$ cat config.mk
export PLATFORM = sky130hd
export DESIGN_NAME = isoar_front
export DESIGN_NICKNAME = d
export VERILOG_FILES = /design/src/hdl/isoar_pkg.sv /design/src/hdl/isoar_front.sv
export SDC_FILE = /design/constraint.sdc
export NUM_CORES = 1
export LEC_CHECK = 0
export BUFFER_PORTS_ARGS = -buffer_cell sky130_fd_sc_hd__buf_2
export CORE_MARGIN = 5
export CORE_UTILIZATION = 25
export DETAILED_ROUTE_END_ITERATION = 10
export SYNTH_ARGS = -nofsm -noshare
export SYNTH_HDL_FRONTEND = slang
export SYNTH_SLANG_ARGS = --single-unit
$ cat constraint.sdc
create_clock -name clk -period 9.61 [get_ports clk]
set_input_delay 1.922 -clock clk [delete_from_list [all_inputs] [get_ports clk]]
set_output_delay 1.922 -clock clk [all_outputs]
set_load 0.01 [all_outputs]
$ cat src/hdl/isoar_pkg.sv
package isoar_pkg;

	// Default widths of the sample path
	localparam int RAW_WIDTH_DEF     = 16;
	localparam int OUT_FRAC_BITS_DEF = 16;

	// Fixed formats; the wide word holds the negated sum of two minimum values
	localparam int SCALE_W         = 24;
	localparam int SCALE_FRAC_BITS = 24;
	localparam int DATA_W          = 32;
	localparam int WIDE_W          = DATA_W + 2;
	localparam int ORIENT_W        = 5;
	localparam int CFG_IDX_W       = 3;
	localparam int CFG_DATA_W      = 32;
	localparam int COS_W           = 17;
	localparam int ROT_FRAC_BITS   = 16;

	localparam logic [COS_W-1:0] COS45_Q16 = 17'd46341;

	// Configuration register indexes
	localparam logic [CFG_IDX_W-1:0] REG_AXIS_ORDER = 3'd0;
	localparam logic [CFG_IDX_W-1:0] REG_SCALE      = 3'd1;
	localparam logic [CFG_IDX_W-1:0] REG_OFFSET_X   = 3'd2;
	localparam logic [CFG_IDX_W-1:0] REG_OFFSET_Y   = 3'd3;
	localparam logic [CFG_IDX_W-1:0] REG_OFFSET_Z   = 3'd4;

	// Yaw rotation orientation codes
	localparam logic [ORIENT_W-1:0] ORIENT_YAW45  = 5'd24;
	localparam logic [ORIENT_W-1:0] ORIENT_YAW135 = 5'd25;
	localparam logic [ORIENT_W-1:0] ORIENT_YAW225 = 5'd26;
	localparam logic [ORIENT_W-1:0] ORIENT_YAW315 = 5'd27;

	// Axis selector: bits 1..0 source axis, bit 2 negate
	localparam logic [2:0] SRC_X  = 3'd0;
	localparam logic [2:0] SRC_Y  = 3'd1;
	localparam logic [2:0] SRC_Z  = 3'd2;
	localparam logic [2:0] SRC_NX = 3'd4;
	localparam logic [2:0] SRC_NY = 3'd5;
	localparam logic [2:0] SRC_NZ = 3'd6;

	// Load enables of the pipeline stages
	typedef struct packed {
		logic s1;
		logic s2;
		logic s3;
		logic s4;
		logic s5;
	} stage_en_t;

	// Signed permutation for each orientation code, {x, y, z} selectors
	function automatic logic [8:0] perm_map(input logic [ORIENT_W-1:0] code);
		logic [8:0] m;
		case (code)
			5'd0:    m = {SRC_X,  SRC_Y,  SRC_Z};
			5'd1:    m = {SRC_Y,  SRC_NX, SRC_Z};
			5'd2:    m = {SRC_NX, SRC_NY, SRC_Z};
			5'd3:    m = {SRC_NY, SRC_X,  SRC_Z};
			5'd4:    m = {SRC_X,  SRC_NY, SRC_NZ};
			5'd5:    m = {SRC_Y,  SRC_X,  SRC_NZ};
			5'd6:    m = {SRC_NX, SRC_Y,  SRC_NZ};
			5'd7:    m = {SRC_NY, SRC_NX, SRC_NZ};
			5'd8:    m = {SRC_Z,  SRC_NY, SRC_X};
			5'd9:    m = {SRC_Y,  SRC_Z,  SRC_X};
			5'd10:   m = {SRC_NZ, SRC_Y,  SRC_X};
			5'd11:   m = {SRC_NY, SRC_NZ, SRC_X};
			5'd12:   m = {SRC_Z,  SRC_Y,  SRC_NX};
			5'd13:   m = {SRC_Y,  SRC_NZ, SRC_NX};
			5'd14:   m = {SRC_NZ, SRC_NY, SRC_NX};
			5'd15:   m = {SRC_NY, SRC_Z,  SRC_NX};
			5'd16:   m = {SRC_Z,  SRC_X,  SRC_Y};
			5'd17:   m = {SRC_NX, SRC_Z,  SRC_Y};
			5'd18:   m = {SRC_NZ, SRC_NX, SRC_Y};
			5'd19:   m = {SRC_X,  SRC_NZ, SRC_Y};
			5'd20:   m = {SRC_Z,  SRC_NX, SRC_NY};
			5'd21:   m = {SRC_NX, SRC_NZ, SRC_NY};
			5'd22:   m = {SRC_NZ, SRC_X,  SRC_NY};
			5'd23:   m = {SRC_X,  SRC_Z,  SRC_NY};
			default: m = {SRC_X,  SRC_Y,  SRC_Z};
		endcase
		return m;
	endfunction

endpackage

$ cat src/hdl/isoar_front.sv
// One axis: scale multiply (stage 1), shift, offset removal and clipping (stage 2)
module isoar_front #(
	parameter int RAW_WIDTH     = isoar_pkg::RAW_WIDTH_DEF,
	parameter int OUT_FRAC_BITS = isoar_pkg::OUT_FRAC_BITS_DEF
) (
	input  logic                                clk,
	input  isoar_pkg::stage_en_t                en,
	input  logic signed [RAW_WIDTH-1:0]         raw,
	input  logic [isoar_pkg::SCALE_W-1:0]       scale,
	input  logic signed [isoar_pkg::DATA_W-1:0] offset,
	output logic signed [isoar_pkg::DATA_W-1:0] val_s2,
	output logic                                sat_s2
);
	localparam int DW = isoar_pkg::DATA_W;
	localparam int PW = RAW_WIDTH + isoar_pkg::SCALE_W + 1;
	localparam int SH = isoar_pkg::SCALE_FRAC_BITS - OUT_FRAC_BITS;
	localparam logic signed [PW-1:0] P_MAX = {{(PW-DW+1){1'b0}}, {(DW-1){1'b1}}};
	localparam logic signed [PW-1:0] P_MIN = {{(PW-DW+1){1'b1}}, {(DW-1){1'b0}}};

	logic signed [PW-1:0] prod_s1;
	logic signed [PW-1:0] shd;
	logic signed [DW-1:0] sc;
	logic                 sc_sat;
	logic signed [DW:0]   diff;
	logic signed [DW-1:0] val;
	logic                 diff_sat;

	// Multiply raw reading by the unsigned scale
	always_ff @(posedge clk) begin
		if (en.s1) begin
			prod_s1 <= $signed(raw) * $signed({1'b0, scale});
		end
	end

	// Floor shift to the output format, clip to 32 bits
	always_comb begin
		shd    = prod_s1 >>> SH;
		sc_sat = 1'b0;
		if (shd > P_MAX) begin
			sc     = {1'b0, {(DW-1){1'b1}}};
			sc_sat = 1'b1;
		end else if (shd < P_MIN) begin
			sc     = {1'b1, {(DW-1){1'b0}}};
			sc_sat = 1'b1;
		end else begin
			sc = shd[DW-1:0];
		end
	end

	// Remove the bias, clip again
	always_comb begin
		diff     = $signed({sc[DW-1], sc}) - $signed({offset[DW-1], offset});
		diff_sat = diff[DW] != diff[DW-1];
		if (diff_sat) begin
			val = diff[DW] ? {1'b1, {(DW-1){1'b0}}} : {1'b0, {(DW-1){1'b1}}};
		end else begin
			val = diff[DW-1:0];
		end
	end

	always_ff @(posedge clk) begin
		if (en.s2) begin
			val_s2 <= val;
			sat_s2 <= sc_sat | diff_sat;
		end
	end

endmodule

==> metrics <==
Final ANT Viol Nets 0; Via density approximately 4.3; DP HPWL between 30 and 40 mm; Netlist Area Pre-Place roughly 0.017 sq mm; count of final max-slew check failures 0; slew of the pin with the lowest slew margin 0.851 ns; FF+latch count, synth 66; initial drt markers between 600 and 700; DRC viols 0; DR vias ~12000; I/O pins about 110; CTS sink cnt 66; Reg2Reg Depth 14; EDFF count, synth 66; sequential fraction of the synthesis area 0.118; status completed; hold path depth 3; Placed Cells about 2800; Hold Path Class flip-flop to flip-flop; clock buffer depth 2; Top FF cell, synth edfxtp_1; Netlist cell types 67; Async S/R FF share, synth 0; clock slew at reported path FFs 0.05 ns; DIE HEIGHT ~270 um; CP required 9.69 ns; first-pass GRT wire length 66.8 mm; max capacitance violation total 0; hold_buf cts 0; Layout Cells excl Fill around 2800; core area 0.0670 sq mm; vias in the first global route ~12000; Post-Route WL 39.7 mm; Overall Global Routing Usage 0.110; worst clock skew between 0.005 and 0.006 ns; Setup CP Type primary input to flip-flop; cell count after synthesis about 1900; layout cells sized above 1 0.0734; PostCTS Resize Cnt 0; H-tree levels 3; Fin. Hold Viols 0; min Tclk post-route between 8 and 9 ns; DIE AREA roughly 0.073 sq mm; Synth Net Count 2435; WP data arrival approximately 8.4 ns; period utilization 0.865; Setup Viol. Count Final 0; commonest cells after routing, fill and taps aside inv_1 (422), fa_1 (306), nand2_1 (237), and2_1 (179), ha_1 (167); Post-CTS Setup Repair Bufs 0; Clock Latency Late Sink between 0.3 and 0.4 ns; Port-buffer cells between 100 and 150; final net count about 2500; Starting Density 0.251; gpl congestion ~0.80; Synth warnings 0; WL/cell between 10 and 15 um; fillers about 7200; Die X 270 um; CP Max Fanout 24; setup_tns 0 ns; RSZ-0062 raised after global routing no; commonest non-fill, non-tap cell in the layout inv_1; Initial DRT Pass Iterations 5; worst rel slew slack 0.432; number of core rows between 90 and 100; initial antenna violation count 12; P&R area growth vs syn 9.75%; total grt overflow 0; CTS tree done; CP Launch Type primary input; crit path capture type flip-flop; Synth Area per Inst slightly below 9 sq um; CTS buffer count 9; largest net degree at the start of global routing 64; Root Driver clkbuf_16; fmax 0.120 GHz
-- per-stage QoR --
step | setup WS [ns] | cell area, sq um | util | hold slack, ns
after floorplan | 2.07 | 16800 | - | 0.648
after global placement | 0.905 | 18200 | 0.271 | 0.938
after detailed placement | 0.911 | 18200 | 0.271 | 0.940
after CTS | 1.25 | 18500 | 0.276 | 0.958
after global routing | 0.900 | 18500 | 0.276 | 1.03
final | 1.30 | 18500 | 0.276 | 0.949
-- cell type report --
cell class / instances / area [sq um] / area share
Sequential cell: 66 / 1980 / 0.107
Timing Repair Buffer: 110 / 558 / 0.0302
Antenna cell: 6 / 15.0 / 0.000812
Inverter: 422 / 1580 / 0.0857
Tap cell: 873 / 1090 / 0.0591
Multi-Input combinational cell: 1321 / 13000 / 0.702
Clock buffer: 9 / 225 / 0.0122
Clock inverter: 7 / 60.1 / 0.00325
-- sequential cells by signal (all words and copies together), names as in the netlist --
name / cells
prod_s1: 33
val_s2: 32
sat_s2: 1
-- critical path: stages --
cell and delay (ns):
buf_2 0.40, nand2_1 0.17, fa_1 0.55, fa_1 0.53, fa_1 0.53, inv_1 0.06
fa_1 0.55, fa_1 0.51, inv_1 0.05, fa_1 0.47, inv_1 0.04, ha_1 0.35
nand4_1 0.16, nor3_1 0.46, o211ai_1 0.16, a21oi_1 0.34, o21ai_0 0.18, o311ai_1 0.52
o41ai_2 0.17, o21bai_1 0.17, xor2_1 0.08
-- final timing paths --
check | from | end | slack, ns
worst max-delay path | raw[1] | prod_s1[39]$_DFFE_PP_ | 1.30
worst min-delay path | prod_s1[40]$_DFFE_PP_ | sat_s2$_DFFE_PP_ | 0.95
worst max register to register | prod_s1[39]$_DFFE_PP_ | val_s2[8]$_DFFE_PP_ | 5.22
worst min register to register | prod_s1[40]$_DFFE_PP_ | sat_s2$_DFFE_PP_ | 0.95
-- cell usage after synthesis (4+ instances only) --
master | number | area share
o21ai_0 | 66 | 0.020
and3_1 | 4 | 0.0015
nor2_1 | 79 | 0.018
nand3_1 | 10 | 0.0030
nor2b_1 | 5 | 0.0019
fa_1 | 306 | 0.36
ha_1 | 167 | 0.12
a31oi_1 | 5 | 0.0019
inv_1 | 422 | 0.094
a211oi_1 | 11 | 0.0049
clkbuf_1 | 65 | 0.014
and2_1 | 179 | 0.066
edfxtp_1 | 66 | 0.12
xor2_1 | 24 | 0.012
a21o_1 | 22 | 0.0098
nand2b_1 | 17 | 0.0063
o211ai_1 | 9 | 0.0040
xnor2_1 | 33 | 0.017
o21bai_1 | 10 | 0.0045
nor3_1 | 8 | 0.0024
a21oi_1 | 55 | 0.016
maj3_1 | 6 | 0.0036
o21a_1 | 8 | 0.0036
nand2_1 | 237 | 0.053
nand4_1 | 7 | 0.0026
-- cells by family (layout without fill, tap and decap cells) --
logic type,count (synthesis),count (layout),share of synthesized area
XOR/XNOR,58,58,0.0313
AO/OA/AOI/OAI,222,222,0.0851
AND/OR/NAND/NOR,562,562,0.162
other,0,6,0
flip-flops,66,66,0.118
adder cells (fa/ha/maj),479,479,0.491
buffers and inverters,497,548,0.112
-- per-layer routing --
metal / global-route usage / share of wire / vias to the layer above
li1: - / - / 5879
met2: 0.174 / 0.44 / 315
met3: 0.0242 / 0.072 / 32
met4: 0.0131 / 0.0061 / 12
met1: 0.161 / 0.48 / 5862
met5: 0 / 0.0018 / -
Power is not shown: default switching activity piles up to over one toggle a cycle in this logic, so the estimate is an artifact.
