===== src/hdl/isoar_pkg.sv =====
package isoar_pkg;

	// Default widths of the sample path
	localparam int RAW_WIDTH_DEF     = 16;
	localparam int OUT_FRAC_BITS_DEF = 16;

	// Fixed formats; the wide word holds the negated sum of two minimum values
	localparam int SCALE_W         = 24;
	localparam int SCALE_FRAC_BITS = 24;
	localparam int DATA_W          = 32;
	localparam int WIDE_W          = DATA_W + 2;
	localparam int ORIENT_W        = 5;
	localparam int CFG_IDX_W       = 3;
	localparam int CFG_DATA_W      = 32;
	localparam int COS_W           = 17;
	localparam int ROT_FRAC_BITS   = 16;

	localparam logic [COS_W-1:0] COS45_Q16 = 17'd46341;

	// Configuration register indexes
	localparam logic [CFG_IDX_W-1:0] REG_AXIS_ORDER = 3'd0;
	localparam logic [CFG_IDX_W-1:0] REG_SCALE      = 3'd1;
	localparam logic [CFG_IDX_W-1:0] REG_OFFSET_X   = 3'd2;
	localparam logic [CFG_IDX_W-1:0] REG_OFFSET_Y   = 3'd3;
	localparam logic [CFG_IDX_W-1:0] REG_OFFSET_Z   = 3'd4;

	// Yaw rotation orientation codes
	localparam logic [ORIENT_W-1:0] ORIENT_YAW45  = 5'd24;
	localparam logic [ORIENT_W-1:0] ORIENT_YAW135 = 5'd25;
	localparam logic [ORIENT_W-1:0] ORIENT_YAW225 = 5'd26;
	localparam logic [ORIENT_W-1:0] ORIENT_YAW315 = 5'd27;

	// Axis selector: bits 1..0 source axis, bit 2 negate
	localparam logic [2:0] SRC_X  = 3'd0;
	localparam logic [2:0] SRC_Y  = 3'd1;
	localparam logic [2:0] SRC_Z  = 3'd2;
	localparam logic [2:0] SRC_NX = 3'd4;
	localparam logic [2:0] SRC_NY = 3'd5;
	localparam logic [2:0] SRC_NZ = 3'd6;

	// Load enables of the pipeline stages
	typedef struct packed {
		logic s1;
		logic s2;
		logic s3;
		logic s4;
		logic s5;
	} stage_en_t;

	// Signed permutation for each orientation code, {x, y, z} selectors
	function automatic logic [8:0] perm_map(input logic [ORIENT_W-1:0] code);
		logic [8:0] m;
		case (code)
			5'd0:    m = {SRC_X,  SRC_Y,  SRC_Z};
			5'd1:    m = {SRC_Y,  SRC_NX, SRC_Z};
			5'd2:    m = {SRC_NX, SRC_NY, SRC_Z};
			5'd3:    m = {SRC_NY, SRC_X,  SRC_Z};
			5'd4:    m = {SRC_X,  SRC_NY, SRC_NZ};
			5'd5:    m = {SRC_Y,  SRC_X,  SRC_NZ};
			5'd6:    m = {SRC_NX, SRC_Y,  SRC_NZ};
			5'd7:    m = {SRC_NY, SRC_NX, SRC_NZ};
			5'd8:    m = {SRC_Z,  SRC_NY, SRC_X};
			5'd9:    m = {SRC_Y,  SRC_Z,  SRC_X};
			5'd10:   m = {SRC_NZ, SRC_Y,  SRC_X};
			5'd11:   m = {SRC_NY, SRC_NZ, SRC_X};
			5'd12:   m = {SRC_Z,  SRC_Y,  SRC_NX};
			5'd13:   m = {SRC_Y,  SRC_NZ, SRC_NX};
			5'd14:   m = {SRC_NZ, SRC_NY, SRC_NX};
			5'd15:   m = {SRC_NY, SRC_Z,  SRC_NX};
			5'd16:   m = {SRC_Z,  SRC_X,  SRC_Y};
			5'd17:   m = {SRC_NX, SRC_Z,  SRC_Y};
			5'd18:   m = {SRC_NZ, SRC_NX, SRC_Y};
			5'd19:   m = {SRC_X,  SRC_NZ, SRC_Y};
			5'd20:   m = {SRC_Z,  SRC_NX, SRC_NY};
			5'd21:   m = {SRC_NX, SRC_NZ, SRC_NY};
			5'd22:   m = {SRC_NZ, SRC_X,  SRC_NY};
			5'd23:   m = {SRC_X,  SRC_Z,  SRC_NY};
			default: m = {SRC_X,  SRC_Y,  SRC_Z};
		endcase
		return m;
	endfunction

endpackage


===== src/hdl/isoar_remap.sv =====
// Stage 3: signed permutation with clipped negation, or yaw rotation sums
module isoar_remap (
	input  logic                                  clk,
	input  isoar_pkg::stage_en_t                  en,
	input  logic [isoar_pkg::ORIENT_W-1:0]        code,
	input  logic signed [isoar_pkg::DATA_W-1:0]   vx,
	input  logic signed [isoar_pkg::DATA_W-1:0]   vy,
	input  logic signed [isoar_pkg::DATA_W-1:0]   vz,
	input  logic                                  flag_in,
	output logic signed [isoar_pkg::WIDE_W-1:0]   a_s3 [3],
	output logic                                  rot_s3,
	output logic                                  flag_s3
);
	localparam int DW = isoar_pkg::DATA_W;
	localparam int WW = isoar_pkg::WIDE_W;
	localparam logic signed [DW-1:0] D_MIN = {1'b1, {(DW-1){1'b0}}};
	localparam logic signed [DW-1:0] D_MAX = {1'b0, {(DW-1){1'b1}}};

	logic signed [DW-1:0] v [3];
	logic [8:0]           pm;
	logic [2:0]           sel [3];
	logic signed [DW-1:0] src [3];
	logic signed [WW-1:0] a [3];
	logic                 neg_sat [3];
	logic signed [WW-1:0] xw;
	logic signed [WW-1:0] yw;
	logic signed [WW-1:0] sum_xy;
	logic signed [WW-1:0] dif_yx;
	logic                 rot;

	assign v[0] = vx;
	assign v[1] = vy;
	assign v[2] = vz;
	assign pm     = isoar_pkg::perm_map(code);
	assign sel[0] = pm[8:6];
	assign sel[1] = pm[5:3];
	assign sel[2] = pm[2:0];
	assign xw     = WW'(vx);
	assign yw     = WW'(vy);
	assign sum_xy = xw + yw;
	assign dif_yx = yw - xw;

	// Pick the source axis and negate where asked, clipping the minimum
	always_comb begin
		for (int i = 0; i < 3; i++) begin
			case (sel[i][1:0])
				2'd1:    src[i] = v[1];
				2'd2:    src[i] = v[2];
				default: src[i] = v[0];
			endcase
			neg_sat[i] = sel[i][2] && (src[i] == D_MIN);
		end
	end

	// Form the remapped vector or the two rotation sums
	always_comb begin
		rot = 1'b1;
		a[2] = WW'(vz);
		case (code)
			isoar_pkg::ORIENT_YAW45: begin
				a[0] = sum_xy;
				a[1] = dif_yx;
			end
			isoar_pkg::ORIENT_YAW135: begin
				a[0] = dif_yx;
				a[1] = -sum_xy;
			end
			isoar_pkg::ORIENT_YAW225: begin
				a[0] = -sum_xy;
				a[1] = -dif_yx;
			end
			isoar_pkg::ORIENT_YAW315: begin
				a[0] = -dif_yx;
				a[1] = sum_xy;
			end
			default: begin
				rot = 1'b0;
				for (int i = 0; i < 3; i++) begin
					if (neg_sat[i]) begin
						a[i] = WW'(D_MAX);
					end else if (sel[i][2]) begin
						a[i] = -WW'(src[i]);
					end else begin
						a[i] = WW'(src[i]);
					end
				end
			end
		endcase
	end

	always_ff @(posedge clk) begin
		if (en.s3) begin
			a_s3    <= a;
			rot_s3  <= rot;
			flag_s3 <= flag_in | (!rot && (neg_sat[0] | neg_sat[1] | neg_sat[2]));
		end
	end

endmodule


===== config.mk =====
export PLATFORM = sky130hd
export DESIGN_NAME = isoar_remap
export DESIGN_NICKNAME = d
export VERILOG_FILES = /design/src/hdl/isoar_pkg.sv /design/src/hdl/isoar_remap.sv
export SDC_FILE = /design/constraint.sdc
export NUM_CORES = 1
export LEC_CHECK = 0
export ABC_AREA = 1
export BUFFER_PORTS_ARGS = -buffer_cell sky130_fd_sc_hd__buf_2
export CAP_MARGIN = 25
export CORE_AREA = 2 2 251 253
export DETAILED_ROUTE_END_ITERATION = 16
export DIE_AREA = 0 0 253 255
export PLACE_DENSITY_LB_ADDON = 0.2
export SLEW_MARGIN = 20
export SYNTH_ARGS = -nofsm -noshare
export SYNTH_HDL_FRONTEND = slang
export SYNTH_SLANG_ARGS = --single-unit

===== constraint.sdc =====
create_clock -name clk -period 4.6 [get_ports clk]
set_input_delay 0.46 -clock clk [delete_from_list [all_inputs] [get_ports clk]]
set_output_delay 0.46 -clock clk [all_outputs]
set_load 0.01 [all_outputs]

==> metrics.md, run 1 <==
| Metric | Value |
|---|---|
| Yosys warns | `0` |
| Via density per instance | `5.38` |
| Yosys top cell area share | `0.243` |
| Total Power | `5.21 mW` |
| Remaining global-route overflow | `0` |
| Most frequent CP cell | `nand2_1` |
| CTS tree | `built` |
| Largest net degree at the start of global routing | `68` |
| FMAX | `0.254 GHz` |
| Ranking of synthesized cells by area | `nand2_1 24%, edfxtp_1 17%, nand3_1 9.4%` |
| Max-cap violations | `0` |
| Row cnt | `92` |
| Final Wtd Congestion | `1.03` |
| Slowest CP cell | `o21ai_0` |
| Yosys reg bits | `104` |
| CP cell instances | `buf_2 -> inv_2 -> nand2_1 -> nand2_1 -> nand2_1 -> ha_1 -> inv_2 -> buf_12 -> o21ai_0 -> nand2_1 -> nor2_1 -> nand3_1 -> o21ai_1 -> nand3_1 -> nand2_1 -> nand2_1 -> o21ai_1 -> nand4_1` |
| Critical Path AT | `4.05 ns` |
| # Post-CTS Setup Buffers | `0` |
| CP max FO | `44` |
| Starting density of the core | `0.297` |
| Commonest cells post-synth | `1195 x nand2_1, 452 x inv_1, 362 x nor2_1, 346 x nand3_1, 104 x edfxtp_1` |
| Power density over the cells | `251 nW/um2` |
| Number of global-route vias before repair | `20268` |
| Initial DRT Pass Iterations | `7` |
| Register area share after synthesis | `0.169` |
| Routed Antenna Nets | `0` |
| Min Tclk post-route | `3.93 ns` |
| CTS sink count | `104` |
| HPWL Detailed | `83.1 mm` |
| CTS buffer count | `9` |
| Netlist cell types | `62` |
| Critical Path End Type | `register` |
| Most frequent cell after synthesis | `nand2_1` |
| Final Max Tran Viols | `0` |
| Syn Std Cell Area | `18400 um2` |
| Layout area overhead | `12.6%` |
| Max IR drop VDD | `0.000180 V` |
| Total via count in the routed design | `23218` |
| Leak Pwr | `10.4 nW` |
| RSZ-0062 raised after global routing | `no` |
| Share of cells above drive strength 1 | `0.114` |
| Die Wd | `253 um` |
| Clk buf depth | `2` |
| Final worst-path cycle share | `0.855` |
| IO Count | `212` |
| First-pass GRT wire length | `138 mm` |
| Busiest grt layer | `met2` |
| Int Pwr | `2.50 mW` |
| Grt met2 use | `0.446` |
| Clock power share | `0.154` |
| Final setup fails | `0` |
| WP data required | `4.72 ns` |
| Area leader, netlist | `nand2_1` |
| Die footprint | `64500 um2` |
| CTS clock-pin slew for the worst setup and hold paths | `0.09 ns` |
| Syn nets | `3521` |
| Seq pwr share | `0.249` |
| Net Sw Power | `2.71 mW` |
| Comb pwr share | `0.597` |
| Clock H-tree levels | `3` |
| Cts hold-fix bufs | `0` |
| Aggregate global-route resource usage | `0.295` |
| Root buffer cell | `clkbuf_16` |
| Synth Instances | `3334` |
| Ant diodes | `0` |
| Sw Share | `0.520` |
| Routed wire length | `98.0 mm` |
| Most used DFF post-synth | `edfxtp_1` |
| Initial antenna violation count | `0` |
| Remaining DRCs | `0` |
| Final Hold Viols | `0` |
| Setup TNS | `0 ns` |
| Die H | `255 um` |
| Resize count post-CTS | `0` |
| Number of flops mapped to enable cells by yosys | `104` |
| Hold crit path type | `in2reg` |
| GR met1 Demand/Resource | `0.427` |
| Starting DRC count in detailed routing | `2877` |
| Worst setup path class | `in2reg` |
| WL/cell | `22.7 um` |
| Async SR Flop Fraction | `0` |
| Setup crit start kind | `input pin` |
| Syn avg cell area | `5.53 um2` |
| Met3 GRT Util | `0.0323` |
| Buffers on Ports | `207` |
| Slew headroom | `0.390` |
| Layout Nets | `3700` |
| Outcome | `completed` |
| Tightest Pin Transition | `0.913 ns` |
| Max incr delay on CP | `0.63 ns` |
| Core area | `62200 um2` |
-- power by group through the flow --
stage | clock network, mW | registers [mW] | logic [mW]
final | 0.803 | 1.29 | 3.11
after global routing | 0.841 | 1.31 | 3.34
after CTS | 0.825 | 1.30 | 3.02
after detailed placement | 0 | 1.32 | 3.01
after global placement | 0 | 1.32 | 3.01
after floorplan | 0 | 1.40 | 1.72
-- flip-flops by register name, indices dropped and copies added, names as in the netlist --
register / count
flag_s3: 1
rot_s3: 1
a_s3: 102
-- metal layers --
layer / vias to the layer above / part of all wire / routed length [um]
li1: 11088 / - / -
met1: 10756 / 0.45 / 44000
met2: 1233 / 0.42 / 41300
met3: 141 / 0.087 / 8580
met4: 0 / 0.043 / 4230
met5: - / 0 / 0
-- placed cells by master, fill, tap and decap left out, types with 9 or more instances in the layout --
cell type and instances:
o22ai_1 56, nand2_2 13, inv_2 14, xnor2_1 32, nor2_2 36, o21ai_1 43, inv_1 452, nor2_1 362
nand2_1 1195, o211ai_1 9, o22a_1 9, ha_1 77, buf_4 78, xor2_1 55, a221oi_1 17, edfxtp_1 104
a31oi_1 11, o21ai_0 96, a21oi_1 84, nor3_1 32, buf_2 206, clkbuf_16 9, nand3_1 346, nand4_1 88
-- cells by family after synthesis --
family	Yosys count	synth area share
buffers and inverters	586	0.129
flip-flops	104	0.169
AND/OR/NAND/NOR	2117	0.489
XOR/XNOR	87	0.0413
AO/OA/AOI/OAI	361	0.116
adder cells (fa/ha/maj)	79	0.0544
-- stage by stage --
step / setup slack [ns] / hold slack, ns / cells / util / cell area [um2]
3_3_place_gp: 0.413 / 0.783 / 4301 / 0.329 / 20500
6_report: 0.668 / 0.360 / 4317 / 0.334 / 20700
3_5_place_dp: 0.394 / 0.797 / 4301 / 0.329 / 20500
2_1_floorplan: 1.04 / 0.572 / 3334 / - / 18400
4_1_cts: 0.834 / 0.355 / 4317 / 0.334 / 20700
5_1_grt: 0.398 / 0.390 / 4317 / 0.334 / 20700
-- worst max-delay path: cells and delay by family --
family                   cells  cell delay [ns]
buffers and inverters        4             0.66
AND/OR/NAND/NOR             10             1.24
AO/OA/AOI/OAI                3             1.39
adder cells (fa/ha/maj)      1             0.29
-- path summary, 6_finish.rpt --
check | from | endpoint | slack (ns) | cells after the start
min | flag_in | flag_s3$_DFFE_PP_ | 0.36 | 3
max | code[4] | a_s3[91]$_DFFE_PP_ | 0.67 | 18
-- layout make-up --
cell class                 count  area [um2]
clock buffer                  10         229
clock inverter                 6        61.3
fill                        7220       41400
inverter                     469        1760
multi-input combinational   2644       12900
sequential                   104        3120
tap                          799        1000
timing repair buffer         285        1640
Note: power is estimated with default switching activity, not from simulation.
==> run 2, diff against run 1 <==
- CELL_PAD_IN_SITES_DETAIL_PLACEMENT: not set -> 1
- CELL_PAD_IN_SITES_GLOBAL_PLACEMENT: not set -> 1
==> run 2 against run 1 <==
Combinational power barely moved. Flip-flop and latch count did not move. Global-route usage rose by 2.9 points. Critical path depth rose by 2. Critical endpoint is now a_s3[83]$_DFFE_PP_.
==> metrics.md, run 2 (synthesis gave the netlist of run 1 again) <==
| Metric | Value |
|---|---|
| Outcome | `completed` |
| Resize count post-CTS | `0 (unchanged)` |
| CTS tree | `built` |
| Max FFs per register | `102 (unchanged)` |
| Largest net degree at the start of global routing | `84 (+24%)` |
| Share of cells above drive strength 1 | `0.119 (+0.00504)` |
| Commonest non-fill, non-tap cells in the layout | `1195 x nand2_1, 452 x inv_1, 362 x nor2_1` |
| Die Wd | `253 um (unchanged)` |
| Worst setup path class | `in2reg` |
| Setup crit start kind | `input pin` |
| RSZ-0062 raised after global routing | `no` |
| Tightest Pin Transition | `0.886 ns (-0.0276 ns)` |
| Initial DRT Pass Iterations | `5 (-2)` |
| Biggest register | `a_s3` |
| Critical Path End Type | `register` |
| Net Sw Power | `2.74 mW (+1.1%)` |
| HPWL Detailed | `89.5 mm (+7.8%)` |
| Final worst-path cycle share | `0.885 (+0.0304)` |
| Most frequent CP cell | `nand2_1` |
| CP max FO | `13 (-70%)` |
| Buffers on Ports | `207 (unchanged)` |
| Met1 wire length | `46.1 mm (+4.8%)` |
| Min Tclk post-route | `4.07 ns (+0.140 ns)` |
| WL/cell | `24.4 um (+7.4%)` |
| DR WL met2 | `45.8 mm (+11%)` |
| Filler cells | `8643 (+20%)` |
| Critical Path AT | `4.22 ns (+0.17 ns)` |
| Final Wtd Congestion | `1.05 (+1.1%)` |
| CTS sink count | `104 (unchanged)` |
| Max incr delay on CP | `0.47 ns (-0.16 ns)` |
| Worst Path Buf+Inv | `4 (unchanged)` |
| Max IR drop VDD | `0.000199 V (+11%)` |
| Max layer used | `met5` |
| Total Power | `5.25 mW (+0.79%)` |
| Starting density of the core | `0.297 (unchanged)` |
| Remaining DRCs | `0 (unchanged)` |
| Hold slack | `0.391 ns (+0.0302 ns)` |
| Leak Pwr | `10.5 nW (+1.0%)` |
| Setup ws final | `0.528 ns (-0.140 ns)` |
| Slew headroom | `0.403 (+0.0128)` |
| Dpl ws | `0.238 ns (-0.155 ns)` |
| Die H | `255 um (unchanged)` |
| Comb pwr share | `0.592 (-0.005)` |
| Seq pwr share | `0.247 (-0.002)` |
| Total via count in the routed design | `23494 (+1.2%)` |
| Sw Share | `0.521 (+0.00166)` |
| Starting DRC count in detailed routing | `2199 (-24%)` |
| Layout area overhead | `13.4%` |
| Largest registers | `a_s3 (102), flag_s3 (1), rot_s3 (1)` |
| Core area | `62200 um2 (unchanged)` |
| Slowest CP cell | `a2bb2oi_1` |
| Root buffer cell | `clkbuf_16` |
| Post-Layout Inst Area | `20900 um2 (+0.75%)` |
| Power density over the cells | `251 nW/um2 (about the same)` |
| Die footprint | `64500 um2 (unchanged)` |
| Cts hold-fix bufs | `0 (unchanged)` |
| Routed Antenna Nets | `0 (unchanged)` |
| Top delay family on crit path | `simple AND/OR/NAND/NOR gates` |
| Cell area after placement | `20600 um2 (+0.76%)` |
| Remaining global-route overflow | `0 (unchanged)` |
| Max-cap violations | `0 (unchanged)` |
| Row cnt | `92 (unchanged)` |
| WP data required | `4.75 ns (+0.03 ns)` |
| # Post-CTS Setup Buffers | `0 (unchanged)` |
| Setup TNS | `0 ns (unchanged)` |
| Register area | `3120 um2 (unchanged)` |
| Most common cell after layout, fill and taps aside | `nand2_1` |
| Via density per instance | `5.42 (+0.75%)` |
| Clock H-tree levels | `3 (unchanged)` |
| Clock power share | `0.161 (+0.007)` |
| Final setup fails | `0 (unchanged)` |
| Routed wire length | `106 mm (+7.8%)` |
| Layout Nets | `3719 (+0.51%)` |
| Aggregate global-route resource usage | `0.324 (+0.0288)` |
| Initial antenna violation count | `3 (+3)` |
| Ant diodes | `0 (unchanged)` |
| Final Hold Viols | `0 (unchanged)` |
| Final Max Tran Viols | `0 (unchanged)` |
| Area of the multi-input gates | `12900 um2 (unchanged)` |
| Hold crit path type | `in2reg` |
| CP cell instances | `buf_2 -> inv_2 -> nand2_1 -> nand2_1 -> nand2_1 -> ha_1 -> inv_2 -> nand3_1 -> o21ai_2 -> ha_1 -> nand3_1 -> nor2_1 -> nand2_1 -> nor2_2 -> nand3_2 -> nor2_4 -> nand4_4 -> nand2_2 -> inv_2 -> a2bb2oi_1` |
| CTS clock-pin slew for the worst setup and hold paths | `0.09 ns (about the same)` |
| CTS buffer count | `9 (unchanged)` |
| Met3 wire len | `6.76 mm (-21%)` |
| FMAX | `0.246 GHz (-3.4%)` |
| IO Count | `212 (unchanged)` |
| Number of global-route vias before repair | `22654 (+12%)` |
| Clk buf depth | `2 (unchanged)` |
| Int Pwr | `2.51 mW (+0.45%)` |
| First-pass GRT wire length | `152 mm (+10%)` |
-- run 2: cell count changes in the layout (fill, tap and decap cells not counted), sizes merged --
cell and change:
buf +19, clkinv +1, clkbuf -1
-- run 2: routing by layer --
metal / GRT usage / vias up
met3: 0.0367 / 216
met1: 0.430 / 11186
met2: 0.507 / 936
li1: - / 11152
met4: 0.190 / 4
met5: 0 / -
-- run 2: final cells by class --
class,instances,area share
tap,799,0.0478
clock inverter,7,0.00311
inverter,469,0.0842
sequential,104,0.149
timing repair buffer,304,0.0857
multi-input combinational,2644,0.619
clock buffer,9,0.0108
-- run 2: power groups by stage --
stage / sequential (mW) / clock, mW / combinational (mW)
finish: 1.30 / 0.844 / 3.11
global route: 1.31 / 0.875 / 3.37
CTS: 1.30 / 0.852 / 3.06
detailed placement: 1.32 / 0 / 3.05
global placement: 1.32 / 0 / 3.03
floorplan: 1.40 / 0 / 1.72
-- run 2: path summary, 6_finish.rpt --
path / to / cells past startpoint / start / slack (ns)
worst max-delay path: a_s3[83]$_DFFE_PP_ / 20 / code[4] / 0.53
worst min-delay path: flag_s3$_DFFE_PP_ / 3 / flag_in / 0.39
-- run 2: through the flow --
stage                util  std cells
floorplan               -       3334
global placement    0.332       4320
detailed placement  0.332       4320
CTS                 0.336       4336
global route        0.336       4336
finish              0.336       4336
