<file path="src/hdl/isoar_pkg.sv">
package isoar_pkg;

	// Default widths of the sample path
	localparam int RAW_WIDTH_DEF     = 16;
	localparam int OUT_FRAC_BITS_DEF = 16;

	// Fixed formats; the wide word holds the negated sum of two minimum values
	localparam int SCALE_W         = 24;
	localparam int SCALE_FRAC_BITS = 24;
	localparam int DATA_W          = 32;
	localparam int WIDE_W          = DATA_W + 2;
	localparam int ORIENT_W        = 5;
	localparam int CFG_IDX_W       = 3;
	localparam int CFG_DATA_W      = 32;
	localparam int COS_W           = 17;
	localparam int ROT_FRAC_BITS   = 16;

	localparam logic [COS_W-1:0] COS45_Q16 = 17'd46341;

	// Configuration register indexes
	localparam logic [CFG_IDX_W-1:0] REG_AXIS_ORDER = 3'd0;
	localparam logic [CFG_IDX_W-1:0] REG_SCALE      = 3'd1;
	localparam logic [CFG_IDX_W-1:0] REG_OFFSET_X   = 3'd2;
	localparam logic [CFG_IDX_W-1:0] REG_OFFSET_Y   = 3'd3;
	localparam logic [CFG_IDX_W-1:0] REG_OFFSET_Z   = 3'd4;

	// Yaw rotation orientation codes
	localparam logic [ORIENT_W-1:0] ORIENT_YAW45  = 5'd24;
	localparam logic [ORIENT_W-1:0] ORIENT_YAW135 = 5'd25;
	localparam logic [ORIENT_W-1:0] ORIENT_YAW225 = 5'd26;
	localparam logic [ORIENT_W-1:0] ORIENT_YAW315 = 5'd27;

	// Axis selector: bits 1..0 source axis, bit 2 negate
	localparam logic [2:0] SRC_X  = 3'd0;
	localparam logic [2:0] SRC_Y  = 3'd1;
	localparam logic [2:0] SRC_Z  = 3'd2;
	localparam logic [2:0] SRC_NX = 3'd4;
	localparam logic [2:0] SRC_NY = 3'd5;
	localparam logic [2:0] SRC_NZ = 3'd6;

	// Load enables of the pipeline stages
	typedef struct packed {
		logic s1;
		logic s2;
		logic s3;
		logic s4;
		logic s5;
	} stage_en_t;

	// Signed permutation for each orientation code, {x, y, z} selectors
	function automatic logic [8:0] perm_map(input logic [ORIENT_W-1:0] code);
		logic [8:0] m;
		case (code)
			5'd0:    m = {SRC_X,  SRC_Y,  SRC_Z};
			5'd1:    m = {SRC_Y,  SRC_NX, SRC_Z};
			5'd2:    m = {SRC_NX, SRC_NY, SRC_Z};
			5'd3:    m = {SRC_NY, SRC_X,  SRC_Z};
			5'd4:    m = {SRC_X,  SRC_NY, SRC_NZ};
			5'd5:    m = {SRC_Y,  SRC_X,  SRC_NZ};
			5'd6:    m = {SRC_NX, SRC_Y,  SRC_NZ};
			5'd7:    m = {SRC_NY, SRC_NX, SRC_NZ};
			5'd8:    m = {SRC_Z,  SRC_NY, SRC_X};
			5'd9:    m = {SRC_Y,  SRC_Z,  SRC_X};
			5'd10:   m = {SRC_NZ, SRC_Y,  SRC_X};
			5'd11:   m = {SRC_NY, SRC_NZ, SRC_X};
			5'd12:   m = {SRC_Z,  SRC_Y,  SRC_NX};
			5'd13:   m = {SRC_Y,  SRC_NZ, SRC_NX};
			5'd14:   m = {SRC_NZ, SRC_NY, SRC_NX};
			5'd15:   m = {SRC_NY, SRC_Z,  SRC_NX};
			5'd16:   m = {SRC_Z,  SRC_X,  SRC_Y};
			5'd17:   m = {SRC_NX, SRC_Z,  SRC_Y};
			5'd18:   m = {SRC_NZ, SRC_NX, SRC_Y};
			5'd19:   m = {SRC_X,  SRC_NZ, SRC_Y};
			5'd20:   m = {SRC_Z,  SRC_NX, SRC_NY};
			5'd21:   m = {SRC_NX, SRC_NZ, SRC_NY};
			5'd22:   m = {SRC_NZ, SRC_X,  SRC_NY};
			5'd23:   m = {SRC_X,  SRC_Z,  SRC_NY};
			default: m = {SRC_X,  SRC_Y,  SRC_Z};
		endcase
		return m;
	endfunction

endpackage

</file>
<file path="src/hdl/isoar_back.sv">
// One axis: cos45 multiply (stage 4), round half up, shift and clip (stage 5)
module isoar_back (
	input  logic                                clk,
	input  isoar_pkg::stage_en_t                en,
	input  logic signed [isoar_pkg::WIDE_W-1:0] a_s3,
	input  logic                                rot_s3,
	output logic signed [isoar_pkg::DATA_W-1:0] res_s5,
	output logic                                sat_s5
);
	localparam int DW = isoar_pkg::DATA_W;
	localparam int WW = isoar_pkg::WIDE_W;
	localparam int FB = isoar_pkg::ROT_FRAC_BITS;
	localparam int MW = WW + isoar_pkg::COS_W + 1;
	localparam logic signed [MW-1:0] HALF  = MW'(1) <<< (FB - 1);
	localparam logic signed [MW-1:0] M_MAX = {{(MW-DW+1){1'b0}}, {(DW-1){1'b1}}};
	localparam logic signed [MW-1:0] M_MIN = {{(MW-DW+1){1'b1}}, {(DW-1){1'b0}}};

	logic signed [MW-1:0] m_s4;
	logic signed [MW-1:0] rnd;
	logic signed [DW-1:0] res;
	logic                 sat;

	// Scale rotation sums by cos45; lift plain values to the same format
	always_ff @(posedge clk) begin
		if (en.s4) begin
			if (rot_s3) begin
				m_s4 <= a_s3 * $signed({1'b0, isoar_pkg::COS45_Q16});
			end else begin
				m_s4 <= {{(MW-WW-FB){a_s3[WW-1]}}, a_s3, {FB{1'b0}}};
			end
		end
	end

	// Round half up, drop the fraction, clip to 32 bits
	always_comb begin
		rnd = (m_s4 + HALF) >>> FB;
		sat = 1'b0;
		if (rnd > M_MAX) begin
			res = {1'b0, {(DW-1){1'b1}}};
			sat = 1'b1;
		end else if (rnd < M_MIN) begin
			res = {1'b1, {(DW-1){1'b0}}};
			sat = 1'b1;
		end else begin
			res = rnd[DW-1:0];
		end
	end

	always_ff @(posedge clk) begin
		if (en.s5) begin
			res_s5 <= res;
			sat_s5 <= sat;
		end
	end

endmodule

</file>
<file path="config.mk">
export PLATFORM = sky130hd
export DESIGN_NAME = isoar_back
export DESIGN_NICKNAME = d
export VERILOG_FILES = /design/src/hdl/isoar_pkg.sv /design/src/hdl/isoar_back.sv
export SDC_FILE = /design/constraint.sdc
export NUM_CORES = 1
export LEC_CHECK = 0
export ABC_AREA = 1
export BUFFER_PORTS_ARGS = -buffer_cell sky130_fd_sc_hd__buf_4
export CAP_MARGIN = 20
export CORE_ASPECT_RATIO = 1.25
export CORE_MARGIN = 3
export CORE_UTILIZATION = 49
export CTS_CLUSTER_SIZE = 12
export DETAILED_ROUTE_END_ITERATION = 12
export GPL_ROUTABILITY_DRIVEN = 0
export GPL_TIMING_DRIVEN = 1
export PLACE_DENSITY = 0.7
export SLEW_MARGIN = 20
export SYNTH_ARGS = -nofsm -noshare
export SYNTH_HDL_FRONTEND = slang
export SYNTH_SLANG_ARGS = --single-unit
</file>
<file path="constraint.sdc">
create_clock -name clk -period 5.2 [get_ports clk]
set_input_delay 1.04 -clock clk [delete_from_list [all_inputs] [get_ports clk]]
set_output_delay 1.04 -clock clk [all_outputs]
set_load 0.01 [all_outputs]
</file>
==> PnR_summary.wiki, run 1 <==
{| class="wikitable"
! Metric !! Value
|-
| Failing checks || negative setup slack
|-
| Worst-path fanout max || 6
|-
| FMAX || 184.5 MHz
|-
| Setup Slack @ Placement || -0.6053 ns
|-
| DR WL/cell || 14.90 µm
|-
| Detailed-placement wirelength estimate || 33,390 µm
|-
| Final number of max-transition violations || 0
|-
| Detailed Route WL || 40,270 µm
|-
| R2R cell count || 10
|-
| Critical path data arrival time || 5.50 ns
|-
| Most frequently used flop master after synthesis || sky130_fd_sc_hd__edfxtp_1
|-
| Drt first-iter violations || 784
|-
| Setup repair after global routing missed its margin || true
|-
| Min-Delay Path Class || reg2reg
|-
| DR vias || 13.45k
|-
| Area growth, synth to finish || 34.99%
|-
| Top area cells in the synthesized netlist || sky130_fd_sc_hd__fa_1 (23%), sky130_fd_sc_hd__ha_1 (20%), sky130_fd_sc_hd__inv_1 (15%)
|-
| Required time of the worst setup path || 5.28 ns
|-
| Reg-to-reg critical path startpoint || m_s4[15]
|-
| Largest net degree at the start of global routing || 41
|-
| Internal reg-to-reg setup slack || 2.57 ns
|-
| Cell type contributing the most total cell area after synthesis || sky130_fd_sc_hd__fa_1
|-
| Netlist area before placement || 14,940 µm²
|-
| R2R Path End || res_s5[8]
|-
| Total clock sinks || 69
|-
| Post-Synthesis Net Count || 2,473
|-
| Portion of the clock cycle consumed by the worst path in the final layout || 1.042
|-
| Type of element launching the critical path || input pin
|-
| Register bit count reported by yosys || 69
|-
| Share of layout cells above drive strength 1 || 0.3377
|-
| Count of flip-flops with a built-in enable after synthesis || 69
|-
| Count of maximum capacitance violations || 0
|-
| Worst Hold End || res_s5[2]
|-
| Leading cell type by number of instances after synthesis || sky130_fd_sc_hd__inv_1
|-
| Sequential fraction of the synthesis area || 0.1387
|-
| Final hold slack || 0.6929 ns
|-
| Master of the slowest instance on the critical path || sky130_fd_sc_hd__fa_1
|-
| H-tree depth || 3
|-
| Post-synth cell types || 34
|-
| Area of the die || 32,640 µm²
|-
| Number of antenna repair diodes || 0
|-
| Non-filler cells in the finished layout || 2,703
|-
| Setup Viol. Count Final || 33
|-
| Result of the run || complete, but fails checks
|-
| Worst Tran Pin Value || 0.7800 ns
|-
| Number of instances on the worst hold path || 4
|-
| Die extent in y || 201.2 µm
|-
| Number of warnings issued by yosys || 0
|-
| Layout Nets || 2,750
|-
| Gr ovfl total || 0
|-
| Tot GR Track Use || 0.2436
|-
| Input/output buffers || 70
|-
| Proportion of synthesized flip-flops having asynchronous set or reset || 0
|-
| Maximum single-stage delay on the critical path || 0.53 ns
|-
| Critical path endpoint category || register
|-
| Worst-skew pair later-pin latency || 0.33 ns
|-
| Final worst path period need || 5.419 ns
|-
| Vias in the first global route || 13.80k
|-
| Endpoints failing hold || 0
|-
| Worst-case headroom to the max-slew limit || 0.4780
|-
| Clock transition at the registers of the reported paths || 0.05 ns
|-
| Average vias per placed instance || 4.977
|-
| Pre-Repair DR Iteration Count || 6
|-
| Horiz. Die Dim || 162.2 µm
|-
| Core Footprint || 29,690 µm²
|-
| Clock tree buffer depth || 2
|-
| Std-Cell Rows || 70
|-
| Number of antenna violations at the first check in global routing || 0
|-
| Worst-case setup margin in the final layout || -0.2186 ns
|-
| Ranking of synthesized cells by instance count || sky130_fd_sc_hd__inv_1 (607), sky130_fd_sc_hd__nand2_1 (578), sky130_fd_sc_hd__ha_1 (236)
|-
| Area share of the leading cell type in the synthesized netlist || 0.2277
|-
| Number of remaining DRC errors || 0
|-
| Starting density of the core || 0.5033
|-
| Library cell used as clock root buffer || sky130_fd_sc_hd__clkbuf_16
|-
| Series of cell instances along the critical path || buf_12, ha_4, inv_2, fa_1, inv_2, fa_1, fa_1, fa_1, inv_2, fa_1, inv_2, ha_4, buf_6, nand2_8, nor2_4, inv_2, nor3_4, nand4_1, nand3_1, nand2_1, nand3_2, nand2_1
|-
| Global-route wire length before repair || 64,300 µm
|-
| Per-instance average area after synthesis || 7.376 µm²
|-
| Number of placed cells counting well taps || 2,640
|-
| Residual antenna-violating net count after detailed routing || 0
|-
| Worst Skew || 0.005333 ns
|-
| Ports || 74
|-
| Number of buffers inserted during clock tree synthesis || 9
|-
| HP Start || m_s4[18]
|-
| CTS tree || yes
|-
| Crit Path Class || in2reg
|-
| Synthesized netlist cell count || 2,026
|}
[cell families after synthesis]
| group | synth area share |
|---|---|
| flops | 0.1387 |
| fa+ha+maj | 0.4254 |
| buf+inv | 0.1590 |
| simple gates | 0.2368 |
| compound gates | 0.01733 |
| xor+xnor | 0.02286 |
[sequential cells by signal, indices dropped and copies added, names as in the netlist]
signal,count
sat_s5,1
m_s4,36
res_s5,32
[through the flow]
stage	util	setup TNS (ns)	instance area, µm²
final	0.6794	-4.160	20170
after global routing	0.6794	-9.279	20170
after CTS	0.6492	-2.763	19270
after detailed placement	0.6056	-19.02	17980
after global placement	0.6056	-16.53	17980
after floorplan	-	-0.01350	15840
[critical path, delay by kind of cell]
| kind | cells | cell delay [ns] |
|---|---|---|
| simple gates | 8 | 0.90 |
| buf+inv | 7 | 0.50 |
| fa+ha+maj | 7 | 3.05 |
[area by class of cell]
class                   instances  area [µm²]
clock buffers                  11       232.7
clock inverters                 4       16.27
fillers                      2296        9519
inverters                     607        2295
multi-input cells            1337       12620
flip-flops and latches         69        2072
well taps                     396       495.5
repair buffers                279        2437
[metal layers]
metal | global-route usage | share of wire | up-vias
met5 | 0 | 0 | -
met1 | 0.2774 | 0.39 | 6402
met2 | 0.4675 | 0.53 | 370
met3 | 0.02224 | 0.038 | 126
met4 | 0.08747 | 0.047 | 0
li1 | - | - | 6555
[placed cells by master (no fill, tap or decap), types with 22 or more instances in the layout]
cell	n
sky130_fd_sc_hd__buf_6	30
sky130_fd_sc_hd__fa_1	156
sky130_fd_sc_hd__edfxtp_1	69
sky130_fd_sc_hd__nand2_2	135
sky130_fd_sc_hd__inv_1	502
sky130_fd_sc_hd__nand2_1	410
sky130_fd_sc_hd__xor2_1	26
sky130_fd_sc_hd__buf_4	229
sky130_fd_sc_hd__nor2_4	41
sky130_fd_sc_hd__nand3_1	52
sky130_fd_sc_hd__inv_2	99
sky130_fd_sc_hd__ha_4	62
sky130_fd_sc_hd__nand4_1	22
sky130_fd_sc_hd__ha_1	171
sky130_fd_sc_hd__nand2_4	48
sky130_fd_sc_hd__nor2_1	64
[how the worst max path moves through the flow]
stage	start	to	slack [ns]
5_1_grt	a_s3[20]	m_s4[41]	-0.35
6_report	a_s3[24]	m_s4[41]	-0.22
3_5_place_dp	a_s3[8]	m_s4[25]	-0.61
3_3_place_gp	a_s3[32]	m_s4[50]	-0.54
2_1_floorplan	a_s3[29]	m_s4[47]	-0.009
4_1_cts	a_s3[6]	m_s4[25]	-0.14
[timing repair]
action | in CTS | in global routing
hold buffers | 0 | 0
cloned | 0 | 0
buffers inserted | 23 | 25
resized for setup | 240 | 212
pin swaps | 156 | 186
setup endpoints to repair | 35 | 36
Power of run 1 is not shown: default switching activity piles up to over one toggle a cycle in this logic, so the estimate is an artifact.
==> run 2: changes to the inputs <==
--- a/config.mk
+++ b/config.mk
@@ -16,6 +16,7 @@
 export GPL_ROUTABILITY_DRIVEN = 0
 export GPL_TIMING_DRIVEN = 1
 export PLACE_DENSITY = 0.7
+export RECOVER_POWER = 50
 export SLEW_MARGIN = 20
 export SYNTH_ARGS = -nofsm -noshare
 export SYNTH_HDL_FRONTEND = slang
==> run 2 against run 1 <==
Against the previous run:
- the flow finishes with violations (max-capacitance violations, max-slew violations, negative setup slack)
- wire length is essentially flat
- via count is essentially flat
- critical path type unchanged
- sequential cell count is the same
- worst hold slack is essentially flat
- critical path depth is the same
- final cell count is the same
- clock skew is essentially flat
- setup slack lost 0.017 ns
==> PnR_summary.wiki, run 2 (synthesized netlist as in run 1, its figures left out) <==
{| class="wikitable"
! Metric !! Value
|-
| Clock transition at the registers of the reported paths || 0.05 ns (about the same)
|-
| Area growth, synth to finish || 34.94% (was 34.99%)
|-
| Total area of multi-input combinational cells || 12,620 µm² (unchanged)
|-
| Largest register by flop count || m_s4 (unchanged)
|-
| Internal reg-to-reg setup slack || 2.56 ns (was 2.57 ns)
|-
| Worst-case setup margin in the final layout || -0.2356 ns (was -0.2186 ns)
|-
| FMAX || 184.0 MHz (was 184.5 MHz)
|-
| Pre-Repair DR Iteration Count || 6 (unchanged)
|-
| Horiz. Die Dim || 162.2 µm (unchanged)
|-
| Largest net degree at the start of global routing || 41 (unchanged)
|-
| Area of the die || 32,640 µm² (unchanged)
|-
| Min-Delay Path Class || reg2reg (unchanged)
|-
| Type of element launching the critical path || input pin (unchanged)
|-
| Setup repair after global routing missed its margin || true (unchanged)
|-
| Detailed-placement wirelength estimate || 33,390 µm (unchanged)
|-
| Ports || 74 (unchanged)
|-
| Final worst path period need || 5.436 ns (was 5.419 ns)
|-
| Global-route wire length before repair || 64,300 µm (unchanged)
|-
| Share of layout cells above drive strength 1 || 0.3368 (was 0.3377)
|-
| Average vias per placed instance || 4.981 (was 4.977)
|-
| Highest Signal Layer || met4 (unchanged)
|-
| Setup Viol. Count Final || 33 (unchanged)
|-
| Worst-case headroom to the max-slew limit || -0.1885 (was 0.4780)
|-
| Result of the run || complete, but fails checks (unchanged)
|-
| Die extent in y || 201.2 µm (unchanged)
|-
| CTS tree || yes (unchanged)
|-
| Wire length on met1 || 15,660 µm (was 15,650 µm)
|-
| Input/output buffers || 70 (unchanged)
|-
| Crit Path Class || in2reg (unchanged)
|-
| Residual antenna-violating net count after detailed routing || 0 (unchanged)
|-
| Commonest cells after routing, fill and taps aside || sky130_fd_sc_hd__inv_1 (502), sky130_fd_sc_hd__nand2_1 (410), sky130_fd_sc_hd__buf_4 (227), sky130_fd_sc_hd__ha_1 (171), sky130_fd_sc_hd__fa_1 (156) (was sky130_fd_sc_hd__inv_1 (502), sky130_fd_sc_hd__nand2_1 (410), sky130_fd_sc_hd__buf_4 (229), sky130_fd_sc_hd__ha_1 (171), sky130_fd_sc_hd__fa_1 (156))
|-
| Most frequent standard cell in the layout excluding fill and tap cells || sky130_fd_sc_hd__inv_1 (unchanged)
|-
| Flip-flop count of the largest register, all copies and words added || 36 (unchanged)
|-
| Filler cell count in the final layout || 2,298 (was 2,296)
|-
| Clock tree buffer depth || 2 (unchanged)
|-
| Layout Nets || 2,750 (unchanged)
|-
| Drt first-iter violations || 784 (unchanged)
|-
| Biggest regs || m_s4 x36, res_s5 x32, sat_s5 x1 (unchanged)
|-
| DR vias || 13.46k (was 13.45k)
|-
| Endpoints failing hold || 0 (unchanged)
|-
| Worst Tran Pin Value || 1.783 ns (was 0.7800 ns)
|-
| Detailed Route WL || 40,260 µm (was 40,270 µm)
|-
| Routed length on met3 || 1511 µm (was 1525 µm)
|-
| Number of antenna repair diodes || 0 (unchanged)
|-
| Wire length on met2 || 21,200 µm (was 21,210 µm)
|-
| Critical path data arrival time || 5.52 ns (was 5.50 ns)
|-
| DR WL/cell || 14.89 µm (was 14.90 µm)
|-
| Worst-skew pair later-pin latency || 0.33 ns (about the same)
|-
| Number of remaining DRC errors || 0 (unchanged)
|-
| Starting density of the core || 0.5033 (unchanged)
|-
| Vias in the first global route || 13.80k (unchanged)
|-
| Final number of max-transition violations || 71 (was 0)
|-
| Combined flip-flop and latch cell area || 2072 µm² (unchanged)
|-
| Count of maximum capacitance violations || 2 (was 0)
|-
| H-tree depth || 3 (unchanged)
|-
| Worst Skew || 0.005333 ns (about the same)
|-
| Fin util || 0.6791 (was 0.6794)
|-
| Tot GR Track Use || 0.2436 (unchanged)
|-
| Worst-path fanout max || 6 (unchanged)
|-
| Critical path endpoint category || register (unchanged)
|-
| Gr ovfl total || 0 (unchanged)
|-
| Portion of the clock cycle consumed by the worst path in the final layout || 1.045 (was 1.042)
|-
| Total clock sinks || 69 (unchanged)
|-
| Number of buffers inserted during clock tree synthesis || 9 (unchanged)
|-
| Std-Cell Rows || 70 (unchanged)
|-
| Required time of the worst setup path || 5.28 ns (about the same)
|-
| Number of antenna violations at the first check in global routing || 0 (unchanged)
|-
| Library cell used as clock root buffer || sky130_fd_sc_hd__clkbuf_16 (unchanged)
|-
| Failing checks || max-capacitance violations, max-slew violations, negative setup slack (was negative setup slack)
|-
| Core Footprint || 29,690 µm² (unchanged)
|}
## run 2: metrics by stage
step / hold WS (ns) / cell area [µm²] / TNS (ns) / setup slack (ns) / cells
6_report: 0.6928 / 20160 / -4.195 / -0.2356 / 2703
3_3_place_gp: 0.6500 / 17980 / -16.53 / -0.5444 / 2640
2_1_floorplan: 0.6257 / 15840 / -0.01350 / -0.008619 / 2026
5_1_grt: 0.7294 / 20160 / -9.279 / -0.3513 / 2703
3_5_place_dp: 0.6829 / 17980 / -19.02 / -0.6053 / 2640
4_1_cts: 0.6941 / 19270 / -2.763 / -0.1390 / 2678
## run 2: timing repair
action	CTS	global route
hold buffers	0	0
resized for setup	240	212
endpoints found under the hold margin	0	0
buffers inserted	23	25
endpoints found under the setup margin	35	36
gates cloned	0	0
pin swaps	156	186
## run 2: routing by layer
layer | global-route usage | vias to the layer above
met2 | 0.4675 | 371
met5 | 0 | -
li1 | - | 6555
met3 | 0.02224 | 125
met1 | 0.2774 | 6413
met4 | 0.08747 | 0
## run 2: area by class of cell
| cell class | instances | area share |
|---|---|---|
| clock buffers | 11 | 0.01154 |
| clock inverters | 4 | 0.0008067 |
| inverters | 607 | 0.1138 |
| multi-input cells | 1337 | 0.6260 |
| flip-flops and latches | 69 | 0.1028 |
| well taps | 396 | 0.02457 |
| repair buffers | 279 | 0.1205 |
## run 2: final timing paths
path / endpoint / start / cells after the start
max: m_s4[41] / a_s3[24] / 22
min: res_s5[2] / m_s4[18] / 4
max reg2reg: res_s5[8] / m_s4[15] / 10
min reg2reg: res_s5[2] / m_s4[18] / 4
## run 2: worst max-delay path, cell delays in order
cell,delay (ns)
sky130_fd_sc_hd__buf_12,0.12
sky130_fd_sc_hd__ha_4,0.26
sky130_fd_sc_hd__inv_2,0.03
sky130_fd_sc_hd__fa_1,0.53
sky130_fd_sc_hd__inv_2,0.05
sky130_fd_sc_hd__fa_1,0.46
sky130_fd_sc_hd__fa_1,0.49
sky130_fd_sc_hd__fa_1,0.53
sky130_fd_sc_hd__inv_2,0.04
sky130_fd_sc_hd__fa_1,0.51
sky130_fd_sc_hd__inv_2,0.05
sky130_fd_sc_hd__ha_4,0.27
sky130_fd_sc_hd__buf_6,0.13
sky130_fd_sc_hd__nand2_8,0.06
sky130_fd_sc_hd__nor2_4,0.17
sky130_fd_sc_hd__inv_2,0.08
sky130_fd_sc_hd__nor3_4,0.19
sky130_fd_sc_hd__nand4_1,0.17
sky130_fd_sc_hd__nand3_1,0.14
sky130_fd_sc_hd__nand2_1,0.07
sky130_fd_sc_hd__nand3_2,0.06
sky130_fd_sc_hd__nand2_1,0.06
Power of run 2 is left out for the same reason.
==> run 3: changes to the inputs <==
==> constraint.sdc (replaced) <==
create_clock -name clk -period 5.2 [get_ports clk]
set_input_delay 0.26 -clock clk [delete_from_list [all_inputs] [get_ports clk]]
set_output_delay 0.26 -clock clk [all_outputs]
set_load 0.01 [all_outputs]
==> run 3 against run 2 <==
Against the previous run:
- the run ends with max-capacitance violations, max-slew violations left
- setup slack gained 0.46 ns
- via count is 6.0% lower
- wire length fell by 11%
- global-route usage decreased by 2.0 points
- utilization decreased by 10 points
- largest cell class unchanged
==> PnR_summary.wiki, run 3 (synthesized netlist as in run 1, its figures left out) <==
{| class="wikitable"
! Metric !! Value
|-
| Count of maximum capacitance violations || 2 (unchanged)
|-
| Series of cell instances along the critical path || buf_4, ha_1, inv_1, fa_1, inv_1, fa_1, fa_1, fa_1, inv_1, fa_1, inv_1, ha_1, nand2_1, nor2_2, buf_4, nand2_1, inv_1, buf_4, a21oi_1, nand4_1, nand3_1, nand2_1 (was buf_12, ha_4, inv_2, fa_1, inv_2, fa_1, fa_1, fa_1, inv_2, fa_1, inv_2, ha_4, buf_6, nand2_8, nor2_4, inv_2, nor3_4, nand4_1, nand3_1, nand2_1, nand3_2, nand2_1)
|-
| Min-Delay Path Class || in2reg (was reg2reg)
|-
| FMAX || 200.9 MHz (was 184.0 MHz)
|-
| Library cell used as clock root buffer || sky130_fd_sc_hd__clkbuf_16 (unchanged)
|-
| Setup Viol. Count Final || 0 (was 33)
|-
| Most frequent standard cell in the layout excluding fill and tap cells || sky130_fd_sc_hd__inv_1 (unchanged)
|-
| Master of the slowest instance on the critical path || sky130_fd_sc_hd__fa_1 (unchanged)
|-
| Residual antenna-violating net count after detailed routing || 0 (unchanged)
|-
| Fin util || 0.5782 (was 0.6791)
|-
| Std-Cell Rows || 70 (unchanged)
|-
| Internal reg-to-reg setup slack || 2.60 ns (was 2.56 ns)
|-
| Drt first-iter violations || 641 (was 784)
|-
| Total clock sinks || 69 (unchanged)
|-
| Number of antenna violations at the first check in global routing || 0 (unchanged)
|-
| Tot GR Track Use || 0.2237 (was 0.2436)
|-
| Worst-path fanout max || 6 (unchanged)
|-
| Flip-flop count of the largest register, all copies and words added || 36 (unchanged)
|-
| Die extent in y || 201.2 µm (unchanged)
|-
| Post-CTS Repair Setup Buffers || 0 (was 23)
|-
| CP bufs+invs || 8 (was 7)
|-
| Required time of the worst setup path || 5.26 ns (was 5.28 ns)
|-
| Area of the die || 32,640 µm² (unchanged)
|-
| Worst Skew || 0.005998 ns (was 0.005333 ns)
|-
| Setup repair after global routing missed its margin || false (was true)
|-
| Commonest cells after routing, fill and taps aside || sky130_fd_sc_hd__inv_1 (607), sky130_fd_sc_hd__nand2_1 (574), sky130_fd_sc_hd__ha_1 (231), sky130_fd_sc_hd__buf_4 (180), sky130_fd_sc_hd__fa_1 (170) (was sky130_fd_sc_hd__inv_1 (502), sky130_fd_sc_hd__nand2_1 (410), sky130_fd_sc_hd__buf_4 (227), sky130_fd_sc_hd__ha_1 (171), sky130_fd_sc_hd__fa_1 (156))
|-
| Clock transition at the registers of the reported paths || 0.05 ns (about the same)
|-
| Maximum single-stage delay on the critical path || 0.55 ns (was 0.53 ns)
|-
| Largest register by flop count || m_s4 (unchanged)
|-
| Routed length on met3 || 1296 µm (was 1511 µm)
|-
| Result of the run || complete, but fails checks (unchanged)
|-
| Critical path endpoint category || register (unchanged)
|-
| Failing checks || max-capacitance violations, max-slew violations (was max-capacitance violations, max-slew violations, negative setup slack)
|-
| Biggest regs || m_s4 x36, res_s5 x32, sat_s5 x1 (unchanged)
|-
| Average vias per placed instance || 4.826 (was 4.981)
|-
| Setup TNS || 0 ns (was -4.195 ns)
|-
| Cell area after placement || 16,820 µm² (was 17,980 µm²)
|-
| Ports || 74 (unchanged)
|-
| Pre-Repair DR Iteration Count || 7 (was 6)
|-
| Core Footprint || 29,690 µm² (unchanged)
|-
| Crit Path Class || in2reg (unchanged)
|-
| Wire length on met2 || 18,640 µm (was 21,200 µm)
|-
| Number of antenna repair diodes || 0 (unchanged)
|-
| Largest net degree at the start of global routing || 41 (unchanged)
|-
| CTS tree || yes (unchanged)
|-
| Area growth, synth to finish || 14.88% (was 34.94%)
|-
| Vias in the first global route || 12.73k (was 13.80k)
|-
| Worst Tran Pin Value || 1.756 ns (was 1.783 ns)
|-
| Worst-skew pair later-pin latency || 0.32 ns (was 0.33 ns)
|-
| Final worst path period need || 4.977 ns (was 5.436 ns)
|-
| Global-route wire length before repair || 59,250 µm (was 64,300 µm)
|-
| Highest Signal Layer || met4 (unchanged)
|-
| Worst-case headroom to the max-slew limit || -0.1705 (was -0.1885)
|-
| Detailed Route WL || 35,950 µm (was 40,260 µm)
|-
| Number of remaining DRC errors || 0 (unchanged)
|-
| Type of element launching the critical path || input pin (unchanged)
|-
| Portion of the clock cycle consumed by the worst path in the final layout || 0.9571 (was 1.045)
|-
| DR vias || 12.65k (was 13.46k)
|-
| Critical path data arrival time || 5.03 ns (was 5.52 ns)
|-
| H-tree depth || 3 (unchanged)
|-
| Number of buffers inserted during clock tree synthesis || 9 (unchanged)
|-
| Wire length on met1 || 14,730 µm (was 15,660 µm)
|-
| Post-Layout Inst Area || 17,170 µm² (was 20,160 µm²)
|-
| Horiz. Die Dim || 162.2 µm (unchanged)
|-
| Final hold slack || 0.3149 ns (was 0.6928 ns)
|-
| Starting density of the core || 0.5033 (unchanged)
|-
| CP top delay family || adder cells (unchanged)
|-
| DR WL/cell || 13.71 µm (was 14.89 µm)
|-
| Detailed-placement wirelength estimate || 32,220 µm (was 33,390 µm)
|-
| Final number of max-transition violations || 71 (unchanged)
|-
| Input/output buffers || 70 (unchanged)
|-
| Gr ovfl total || 0 (unchanged)
|-
| Layout Nets || 2,668 (was 2,750)
|-
| Share of layout cells above drive strength 1 || 0.1141 (was 0.3368)
|-
| Clock tree buffer depth || 2 (unchanged)
|-
| Endpoints failing hold || 0 (unchanged)
|}
## run 3: tightest hold or removal path, stage by stage
cell and delay (ns):
sky130_fd_sc_hd__buf_4 0.14, sky130_fd_sc_hd__nand2_1 0.06, sky130_fd_sc_hd__o21ai_0 0.06
## run 3: metrics by stage
stage,instances,setup WS [ns]
after global placement,2606,-0.2489
after detailed placement,2606,-0.2954
final,2622,0.2230
after CTS,2622,0.03408
after floorplan,2026,0.4377
after global routing,2622,0.004647
## run 3: per-layer routing
layer | GRT usage | up-vias
li1 | - | 6370
met1 | 0.2675 | 5893
met2 | 0.4217 | 307
met3 | 0.01544 | 83
met4 | 0.07376 | 0
met5 | 0 | -
## run 3: worst paths after layout
check | to | cells after the start | startpoint
worst max-delay path | m_s4[38] | 22 | a_s3[26]
worst min-delay path | m_s4[16] | 3 | a_s3[0]
worst max register to register | res_s5[3] | 10 | m_s4[15]
worst min register to register | res_s5[12] | 4 | m_s4[28]
## run 3: cell type report
type / instances / area, µm²
Sequential cell: 69 / 2072
Clock buffer: 9 / 225.2
Tap cell: 396 / 495.5
Fill cell: 2750 / 12520
Timing Repair Buffer: 197 / 1415
Clock inverter: 7 / 80.08
Multi-Input combinational cell: 1337 / 10600
Inverter: 607 / 2278
## run 3: what timing repair did
item / in CTS / in global routing
hold buffers: 0 / 0
resized for setup: 0 / 25
endpoints found under the setup margin: 0 / 19
endpoints found under the hold margin: 0 / 0
Power of run 3 is left out for the same reason.
